<file path="config.mk">
export PLATFORM = sky130hd
export DESIGN_NAME = directory_name_table
export DESIGN_NICKNAME = d
export VERILOG_FILES = /design/src/rtl/dnt_pkg.sv /design/src/rtl/dnt_cell.sv /design/src/rtl/directory_name_table.sv
export VERILOG_INCLUDE_DIRS = /design/src /design/src/rtl
export SDC_FILE = /design/constraint.sdc
export NUM_CORES = 2
export LEC_CHECK = 0
export ABC_CLOCK_PERIOD_IN_PS = 5400
export BUFFER_PORTS_ARGS = -buffer_cell sky130_fd_sc_hd__buf_2
export CORE_MARGIN = 1.5
export CORE_UTILIZATION = 55
export DETAILED_ROUTE_END_ITERATION = 7
export GPL_TIMING_DRIVEN = 0
export PLACE_DENSITY = 0.86
export SKIP_CTS_REPAIR_TIMING = 1
export SLEW_MARGIN = 10
export SYNTH_ARGS = -nofsm -noshare
export SYNTH_HDL_FRONTEND = slang
export SYNTH_SLANG_ARGS = --single-unit
</file>
<file path="constraint.sdc">
create_clock -name clk -period 5.4 [get_ports clk]
set_input_delay 0.54 -clock clk [delete_from_list [all_inputs] [get_ports clk]]
set_output_delay 0.54 -clock clk [all_outputs]
set_load 0.02 [all_outputs]
</file>
<file path="src/rtl/assert_macros.svh">
// assertion macros for the directory name table rtl
`ifndef ASSERT_MACROS_SVH
`define ASSERT_MACROS_SVH

// combinational check sampled at every rising clock edge outside reset
`define DNT_ASSERT(lbl, expr, msg) \
  lbl: assert property (@(posedge clk) disable iff (rst) (expr)) else $error(msg);

// antecedent implies consequent in the next cycle
`define DNT_ASSERT_NEXT(lbl, ante, cons, msg) \
  lbl: assert property (@(posedge clk) disable iff (rst) (ante) |=> (cons)) else $error(msg);

`endif

</file>
<file path="src/rtl/dnt_pkg.sv">
// types, constants and name helper for the directory name table
`default_nettype none

package dnt_pkg;

  localparam int ENTRIES      = 16;
  localparam int NAME_BYTES   = 8;
  localparam int SECTOR_COUNT = 1024;

  localparam int IDX_W    = (ENTRIES > 1) ? $clog2(ENTRIES) : 1;
  localparam int NAME_W   = 64;
  localparam int SECTOR_W = 10;
  localparam int SLOT_W   = 4;
  localparam int CMD_W    = 2;
  localparam int STATUS_W = 2;

  localparam logic [CMD_W-1:0] CMD_FIND   = 2'd0;
  localparam logic [CMD_W-1:0] CMD_ADD    = 2'd1;
  localparam logic [CMD_W-1:0] CMD_REMOVE = 2'd2;

  localparam logic [STATUS_W-1:0] ST_OK        = 2'd0;
  localparam logic [STATUS_W-1:0] ST_NOT_FOUND = 2'd1;
  localparam logic [STATUS_W-1:0] ST_DUPLICATE = 2'd2;
  localparam logic [STATUS_W-1:0] ST_FULL      = 2'd3;

  // search item walking down the row of cells
  typedef struct packed {
    logic                act;
    logic [CMD_W-1:0]    cmd;
    logic [NAME_W-1:0]   name;
    logic                kind;
    logic [SECTOR_W-1:0] sector;
    logic                hit;
    logic [IDX_W-1:0]    hit_idx;
    logic [SECTOR_W-1:0] hit_sector;
    logic                free;
    logic [IDX_W-1:0]    free_idx;
  } token_t;

  // update broadcast to all cells
  typedef struct packed {
    logic                set;
    logic                clr;
    logic [IDX_W-1:0]    idx;
    logic [NAME_W-1:0]   name;
    logic                kind;
    logic [SECTOR_W-1:0] sector;
  } wr_t;

  // keep the low NAME_BYTES bytes up to the first zero byte
  function automatic logic [NAME_W-1:0] normalize_name(input logic [NAME_W-1:0] raw);
    logic [NAME_W-1:0] res;
    logic              live;
    res  = '0;
    live = 1'b1;
    for (int b = 0; b < NAME_BYTES; b++) begin
      if (raw[8*b +: 8] == 8'h00) live = 1'b0;
      if (live) res[8*b +: 8] = raw[8*b +: 8];
    end
    return res;
  endfunction

endpackage

`default_nettype wire

</file>
<file path="src/rtl/dnt_cell.sv">
// one table entry that checks the passing search item against its contents and marks itself free when empty
`default_nettype none

module dnt_cell (
  input  wire logic                      clk,
  input  wire logic                      rst,
  input  wire logic [dnt_pkg::IDX_W-1:0] my_idx,
  input  wire dnt_pkg::token_t           tok_in,
  input  wire dnt_pkg::wr_t              wr,
  output dnt_pkg::token_t                tok_out
);

  logic                         valid;
  logic                         kind;
  logic [dnt_pkg::NAME_W-1:0]   name;
  logic [dnt_pkg::SECTOR_W-1:0] sector;
  logic                         match;
  logic                         wr_here;
  dnt_pkg::token_t              tok_next;

  assign match   = valid && (kind == tok_in.kind) && (name == tok_in.name);
  assign wr_here = (wr.idx == my_idx);

  always_comb begin
    tok_next = tok_in;
    if (match && !tok_in.hit) begin
      tok_next.hit        = 1'b1;
      tok_next.hit_idx    = my_idx;
      tok_next.hit_sector = sector;
    end
    if (!valid && !tok_in.free) begin
      tok_next.free     = 1'b1;
      tok_next.free_idx = my_idx;
    end
  end

  always_ff @(posedge clk) begin
    if (rst) begin
      valid <= 1'b0;
      kind  <= 1'b0;
    end else if (wr.set && wr_here) begin
      valid <= 1'b1;
      kind  <= wr.kind;
    end else if (wr.clr && wr_here) begin
      valid <= 1'b0;
    end
  end

  always_ff @(posedge clk) begin
    if (wr.set && wr_here) begin
      name   <= wr.name;
      sector <= wr.sector;
    end
  end

  always_ff @(posedge clk) begin
    if (rst) begin
      tok_out.act <= 1'b0;
    end else begin
      tok_out.act <= tok_in.act;
    end
    tok_out.cmd        <= tok_next.cmd;
    tok_out.name       <= tok_next.name;
    tok_out.kind       <= tok_next.kind;
    tok_out.sector     <= tok_next.sector;
    tok_out.hit        <= tok_next.hit;
    tok_out.hit_idx    <= tok_next.hit_idx;
    tok_out.hit_sector <= tok_next.hit_sector;
    tok_out.free       <= tok_next.free;
    tok_out.free_idx   <= tok_next.free_idx;
  end

endmodule

`default_nettype wire

</file>
<file path="src/rtl/directory_name_table.sv">
// directory name table: an accepted item walks through the launch register, the row of entry
// cells and the finish register, which holds it until the output register is free
// one item at a time; a new item is taken the cycle after the previous result is loaded
// the table update happens in the cycle the result is loaded
// synchronous reset clears all valid and kind bits and empties the pipeline at once
`default_nettype none

`include "assert_macros.svh"

module directory_name_table (
  input  wire logic                           clk,
  input  wire logic                           rst,
  input  wire logic                           in_valid,
  output logic                                in_ready,
  input  wire logic [dnt_pkg::CMD_W-1:0]      command,
  input  wire logic [dnt_pkg::NAME_W-1:0]     entry_name,
  input  wire logic                           is_directory,
  input  wire logic [dnt_pkg::SECTOR_W-1:0]   header_sector,
  output logic                                out_valid,
  input  wire logic                           out_ready,
  output logic      [dnt_pkg::STATUS_W-1:0]   status,
  output logic      [dnt_pkg::SLOT_W-1:0]     slot_index,
  output logic      [dnt_pkg::SECTOR_W-1:0]   found_sector
);

  dnt_pkg::token_t tok [dnt_pkg::ENTRIES+1];
  dnt_pkg::token_t fin;
  dnt_pkg::wr_t    wr;

  logic                             busy;
  logic                             in_fire;
  logic                             fire;
  logic [dnt_pkg::ENTRIES+1:0]      acts;
  logic [dnt_pkg::STATUS_W-1:0]     status_next;
  logic [dnt_pkg::IDX_W-1:0]        idx_next;
  logic [dnt_pkg::SECTOR_W-1:0]     sector_next;

  assign in_ready = !busy && !rst;
  assign in_fire  = in_valid && in_ready;
  assign fire     = fin.act && (!out_valid || out_ready);

  // launch register at the head of the row
  always_ff @(posedge clk) begin
    if (rst) begin
      tok[0].act <= 1'b0;
    end else begin
      tok[0].act <= in_fire;
    end
    if (in_fire) begin
      tok[0].cmd        <= command;
      tok[0].name       <= dnt_pkg::normalize_name(entry_name);
      tok[0].kind       <= is_directory;
      tok[0].sector     <= header_sector;
      tok[0].hit        <= 1'b0;
      tok[0].hit_idx    <= '0;
      tok[0].hit_sector <= '0;
      tok[0].free       <= 1'b0;
      tok[0].free_idx   <= '0;
    end
  end

  for (genvar i = 0; i < dnt_pkg::ENTRIES; i++) begin : g_cell
    dnt_cell u_cell (
      .clk     (clk),
      .rst     (rst),
      .my_idx  (dnt_pkg::IDX_W'(i)),
      .tok_in  (tok[i]),
      .wr      (wr),
      .tok_out (tok[i+1])
    );
    assign acts[i+1] = tok[i+1].act;
  end

  assign acts[0]                    = tok[0].act;
  assign acts[dnt_pkg::ENTRIES+1]   = fin.act;

  // finished item waits here until the output register is free
  always_ff @(posedge clk) begin
    if (rst) begin
      fin.act <= 1'b0;
    end else if (tok[dnt_pkg::ENTRIES].act) begin
      fin.act <= 1'b1;
    end else if (fire) begin
      fin.act <= 1'b0;
    end
    if (tok[dnt_pkg::ENTRIES].act) begin
      fin.cmd        <= tok[dnt_pkg::ENTRIES].cmd;
      fin.name       <= tok[dnt_pkg::ENTRIES].name;
      fin.kind       <= tok[dnt_pkg::ENTRIES].kind;
      fin.sector     <= tok[dnt_pkg::ENTRIES].sector;
      fin.hit        <= tok[dnt_pkg::ENTRIES].hit;
      fin.hit_idx    <= tok[dnt_pkg::ENTRIES].hit_idx;
      fin.hit_sector <= tok[dnt_pkg::ENTRIES].hit_sector;
      fin.free       <= tok[dnt_pkg::ENTRIES].free;
      fin.free_idx   <= tok[dnt_pkg::ENTRIES].free_idx;
    end
  end

  always_comb begin
    status_next = dnt_pkg::ST_NOT_FOUND;
    idx_next    = '0;
    sector_next = '0;
    case (fin.cmd)
      dnt_pkg::CMD_FIND: begin
        if (fin.hit) begin
          status_next = dnt_pkg::ST_OK;
          idx_next    = fin.hit_idx;
          sector_next = fin.hit_sector;
        end
      end
      dnt_pkg::CMD_ADD: begin
        if (fin.hit) begin
          status_next = dnt_pkg::ST_DUPLICATE;
        end else if (fin.free) begin
          status_next = dnt_pkg::ST_OK;
          idx_next    = fin.free_idx;
        end else begin
          status_next = dnt_pkg::ST_FULL;
        end
      end
      dnt_pkg::CMD_REMOVE: begin
        if (fin.hit) begin
          status_next = dnt_pkg::ST_OK;
          idx_next    = fin.hit_idx;
        end
      end
      default: begin
        status_next = dnt_pkg::ST_NOT_FOUND;
      end
    endcase
  end

  always_comb begin
    wr.set    = fire && (fin.cmd == dnt_pkg::CMD_ADD) && !fin.hit && fin.free;
    wr.clr    = fire && (fin.cmd == dnt_pkg::CMD_REMOVE) && fin.hit;
    wr.idx    = (fin.cmd == dnt_pkg::CMD_ADD) ? fin.free_idx : fin.hit_idx;
    wr.name   = fin.name;
    wr.kind   = fin.kind;
    wr.sector = fin.sector;
  end

  always_ff @(posedge clk) begin
    if (rst) begin
      busy      <= 1'b0;
      out_valid <= 1'b0;
    end else begin
      if (in_fire) begin
        busy <= 1'b1;
      end else if (fire) begin
        busy <= 1'b0;
      end
      if (fire) begin
        out_valid <= 1'b1;
      end else if (out_ready) begin
        out_valid <= 1'b0;
      end
    end
  end

  always_ff @(posedge clk) begin
    if (fire) begin
      status       <= status_next;
      slot_index   <= dnt_pkg::SLOT_W'(idx_next);
      found_sector <= sector_next;
    end
  end

  `DNT_ASSERT(a_one_item, $onehot0(acts), "more than one item in flight")
  `DNT_ASSERT(a_idle_empty, busy || !(|acts), "item in flight while idle")
  `DNT_ASSERT_NEXT(a_fire_done, fire, !busy && !fin.act, "busy after result loaded")
  `DNT_ASSERT(a_fail_zero,
    !out_valid || status == dnt_pkg::ST_OK || (slot_index == '0 && found_sector == '0),
    "nonzero fields on failed item")

endmodule

`default_nettype wire

</file>
==> results.txt <==
R2r startpoint: out_valid
Hold WC Path Type: in2reg
Status: complete, no violations
P_int: 35100 uW
Max-slew violation count: 0
Seq cells post-synth: 2948
Fmax: 247 MHz
Worst setup SP type: flip-flop
Mapped cell area: 89600 sq um
Synth top area share: 46.0%
CTS buffer count: 279
Worst-Margin Slew: 1480 ps
Clk Latency, worst-skew pair: 920 ps
Largest cells by area after synthesis: edfxtp_1 46%, dfxtp_1 35%, xnor2_1 3.6%
Reg2Reg Depth: 7
# IOs: 99
# DRC: 0
Ys flop type: dfxtp_1
Tmin final: 4050 ps
Layout Nets: 5975
Synth async-reset ratio: 0%
Flop2flop setup slack: 1350 ps
Seq pwr share: 54.4%
Crit end category: flip-flop
Critical Path AT: 4620 ps
Placer Congestion: 0.933
Final Util: 65.2%
Routed length per instance: 31.6 microns
Worst VDD drop: 0.000368 V
RSZ-0062 raised after global routing: false
Post-DR vias/cell: 5.92
Cell chain of the critical path: nor2b_1 -> nor2b_1 -> clkbuf_2 -> nand4_1 -> nor2_4 -> buf_12 -> buf_12
Total clock sinks: 2948
Worst R2R End: g_cell[15].u_cell.name[19]
Routed vias: 49.1k
Skew final: 62.0 ps
H-tree depth: 5
Mapped Cells: 5336
Final WS setup: 1350 ps
Sw Pwr: 8910 uW
Dpl ws: 680 ps
Share of cells above drive strength 1: 13.5%
Row cnt: 147
Setup-failing EPs final: 0
Number of flops mapped to enable cells by yosys: 1374
Final wirelength: 262 mm
Power Density: 419 nW/um^2
Starting Density: 55.6%
Max-cap violations: 0
Worst path slowest cell: nor2_4
Gr usage total: 31.1%
Sequential share of the synthesized area: 81.2%
Synth top cells by count: 1574 x dfxtp_1, 1374 x edfxtp_1, 371 x xnor2_1
Critical Path Fanout Max: 28
Period utilization: 75.1%
Total gr overflow: 0
Switch share: 20.3%
Post-DRT Antenna Nets: 0
Die span in x: 407 microns
Cell taking the most area after synthesis: edfxtp_1
Max_slew headroom: 1.39%
Initial DRC count: 7859
CTS max path bufs: 4
Unique masters post-synth: 62
Syn avg cell area: 16.8 sq um
Fillers: 9773
PortBufs: 97
First-pass DRT Iterations: 7
Count leader, synth: dfxtp_1
First-pass GRT wire length: 357 mm
Die area: 165000 sq um
Crit path largest cell delay: 1020 ps
Clock network fraction of design power: 44.6%
Total power: 44000 uW
Crit-path leading delay family: simple AND/OR/NAND/NOR gates
Static Leak: 0.0388 uW
Die Ht: 407 microns
CP bufs+invs: 3
P&R area growth vs syn: 17.3%
HPWL after DPL: 177 mm
Min-delay src: entry_name[52]
TritonCTS clock tree: done
Final hold viol count: 0
Vias in the first global route: 48.4k
Worst hold endpoint: tok[1651]
WP data required: 5960 ps
Core area: 161000 sq um
Largest net degree at the start of global routing: 70
Clock-pin transition on the worst setup and hold timing paths: 70 ps
Yosys warns: 0
Syn_nets: 5417
WS Path Type: reg2reg
Root buf cell: clkbuf_16
Min-Delay Path Depth: 2
Initial antenna violation count: 33
Comb pwr share: 1.0%
-- metrics by stage --
stage	setup TNS, ps	hold WS [ps]	instance area, sq um	std cells
after detailed placement	0	312	95200	7699
after CTS	0	-234	104000	8185
final	0	16.0	105000	8282
after global placement	-2567600	310	92800	7593
after floorplan	-1460	310	89600	5336
after global routing	0	-5.91	105000	8259
-- power by group through the flow --
stage	clock (uW)	combinational, uW	sequential [uW]
after floorplan	0	257	24200
after global placement	0	371	24400
after detailed placement	0	389	24400
after CTS	19600	403	23900
after global routing	20500	479	23900
final	19600	455	23900
-- worst max path at each step --
stage               slack, ps  cells past startpoint  startpoint                          to
detailed placement        680                      8   out_ready  g_cell[15].u_cell.name[17]
floorplan                  -7                      5   out_ready   g_cell[11].u_cell.name[0]
global route             1250                      7   out_valid  g_cell[15].u_cell.name[19]
global placement        -3000                      6   out_ready  g_cell[15].u_cell.name[17]
finish                   1350                      7   out_valid  g_cell[15].u_cell.name[19]
CTS                       770                      7   out_valid  g_cell[15].u_cell.name[19]
-- routing by layer --
layer / part of all wire (%) / GRT usage (%) / up-vias
met2: 46 / 49.0 / 3721
met5: 0.029 / 0 / -
met4: 8.3 / 21.8 / 12
met1: 34 / 38.4 / 24200
li1: - / - / 20100
met3: 12 / 6.68 / 1029
-- kinds of logic after synthesis --
kind of cell	count (synthesis)	share of synthesized area, %
DFF	2948	81.2
and+or+nand+nor	778	5.25
xor gates and xnor gates	730	7.13
buffers and inverters	373	1.60
AOI/OAI and AO/OA	357	2.92
muxes	150	1.93
-- layout by cell type, fill, tap and decap left out, drive strengths merged, types with 5 or more instances in the layout --
cell	count
a22o	32
xnor2	371
or4	18
bufinv	15
inv	329
nor4	145
o221ai	5
and2	88
o22ai	102
nor2b	92
nand2b	103
buf	216
nand4	133
a21oi	37
edfxtp	1374
a221oi	20
nand2	43
mux2	150
o21ai	33
clkbuf	449
a2111o	7
diode	23
dlygate4sd3	69
a22oi	16
and3	18
a2111oi	25
nand3b	6
nor3	14
dfxtp	1574
o2111ai	16
a222oi	12
nand3	12
xor2	359
or2	26
nor2	54
clkinv	54
o2bb2ai	41
-- sequential cells by signal, summed over array words and instances, names as in the netlist --
signal / count
busy: 1
acts: 2
out_valid: 1
found_sector: 10
g_cell.u_cell.tok_out: 1538
slot_index: 4
g_cell.u_cell.name: 1024
status: 2
g_cell.u_cell.kind: 16
tok: 77
g_cell.u_cell.sector: 160
g_cell.u_cell.valid: 16
fin: 97
-- layout make-up --
type | instances | area [sq um] | area share, %
Antenna cell | 23 | 57.6 | 0.0548
Clock buffer | 399 | 8210 | 7.81
Sequential cell | 2948 | 72800 | 69.2
Tap cell | 2160 | 2700 | 2.57
Multi-Input combinational cell | 2015 | 15600 | 14.8
Timing Repair Buffer | 277 | 3520 | 3.34
Inverter | 315 | 1180 | 1.12
Clock inverter | 87 | 841 | 0.800
Buffer | 58 | 256 | 0.244
Note: power is estimated with default switching activity, not from simulation.
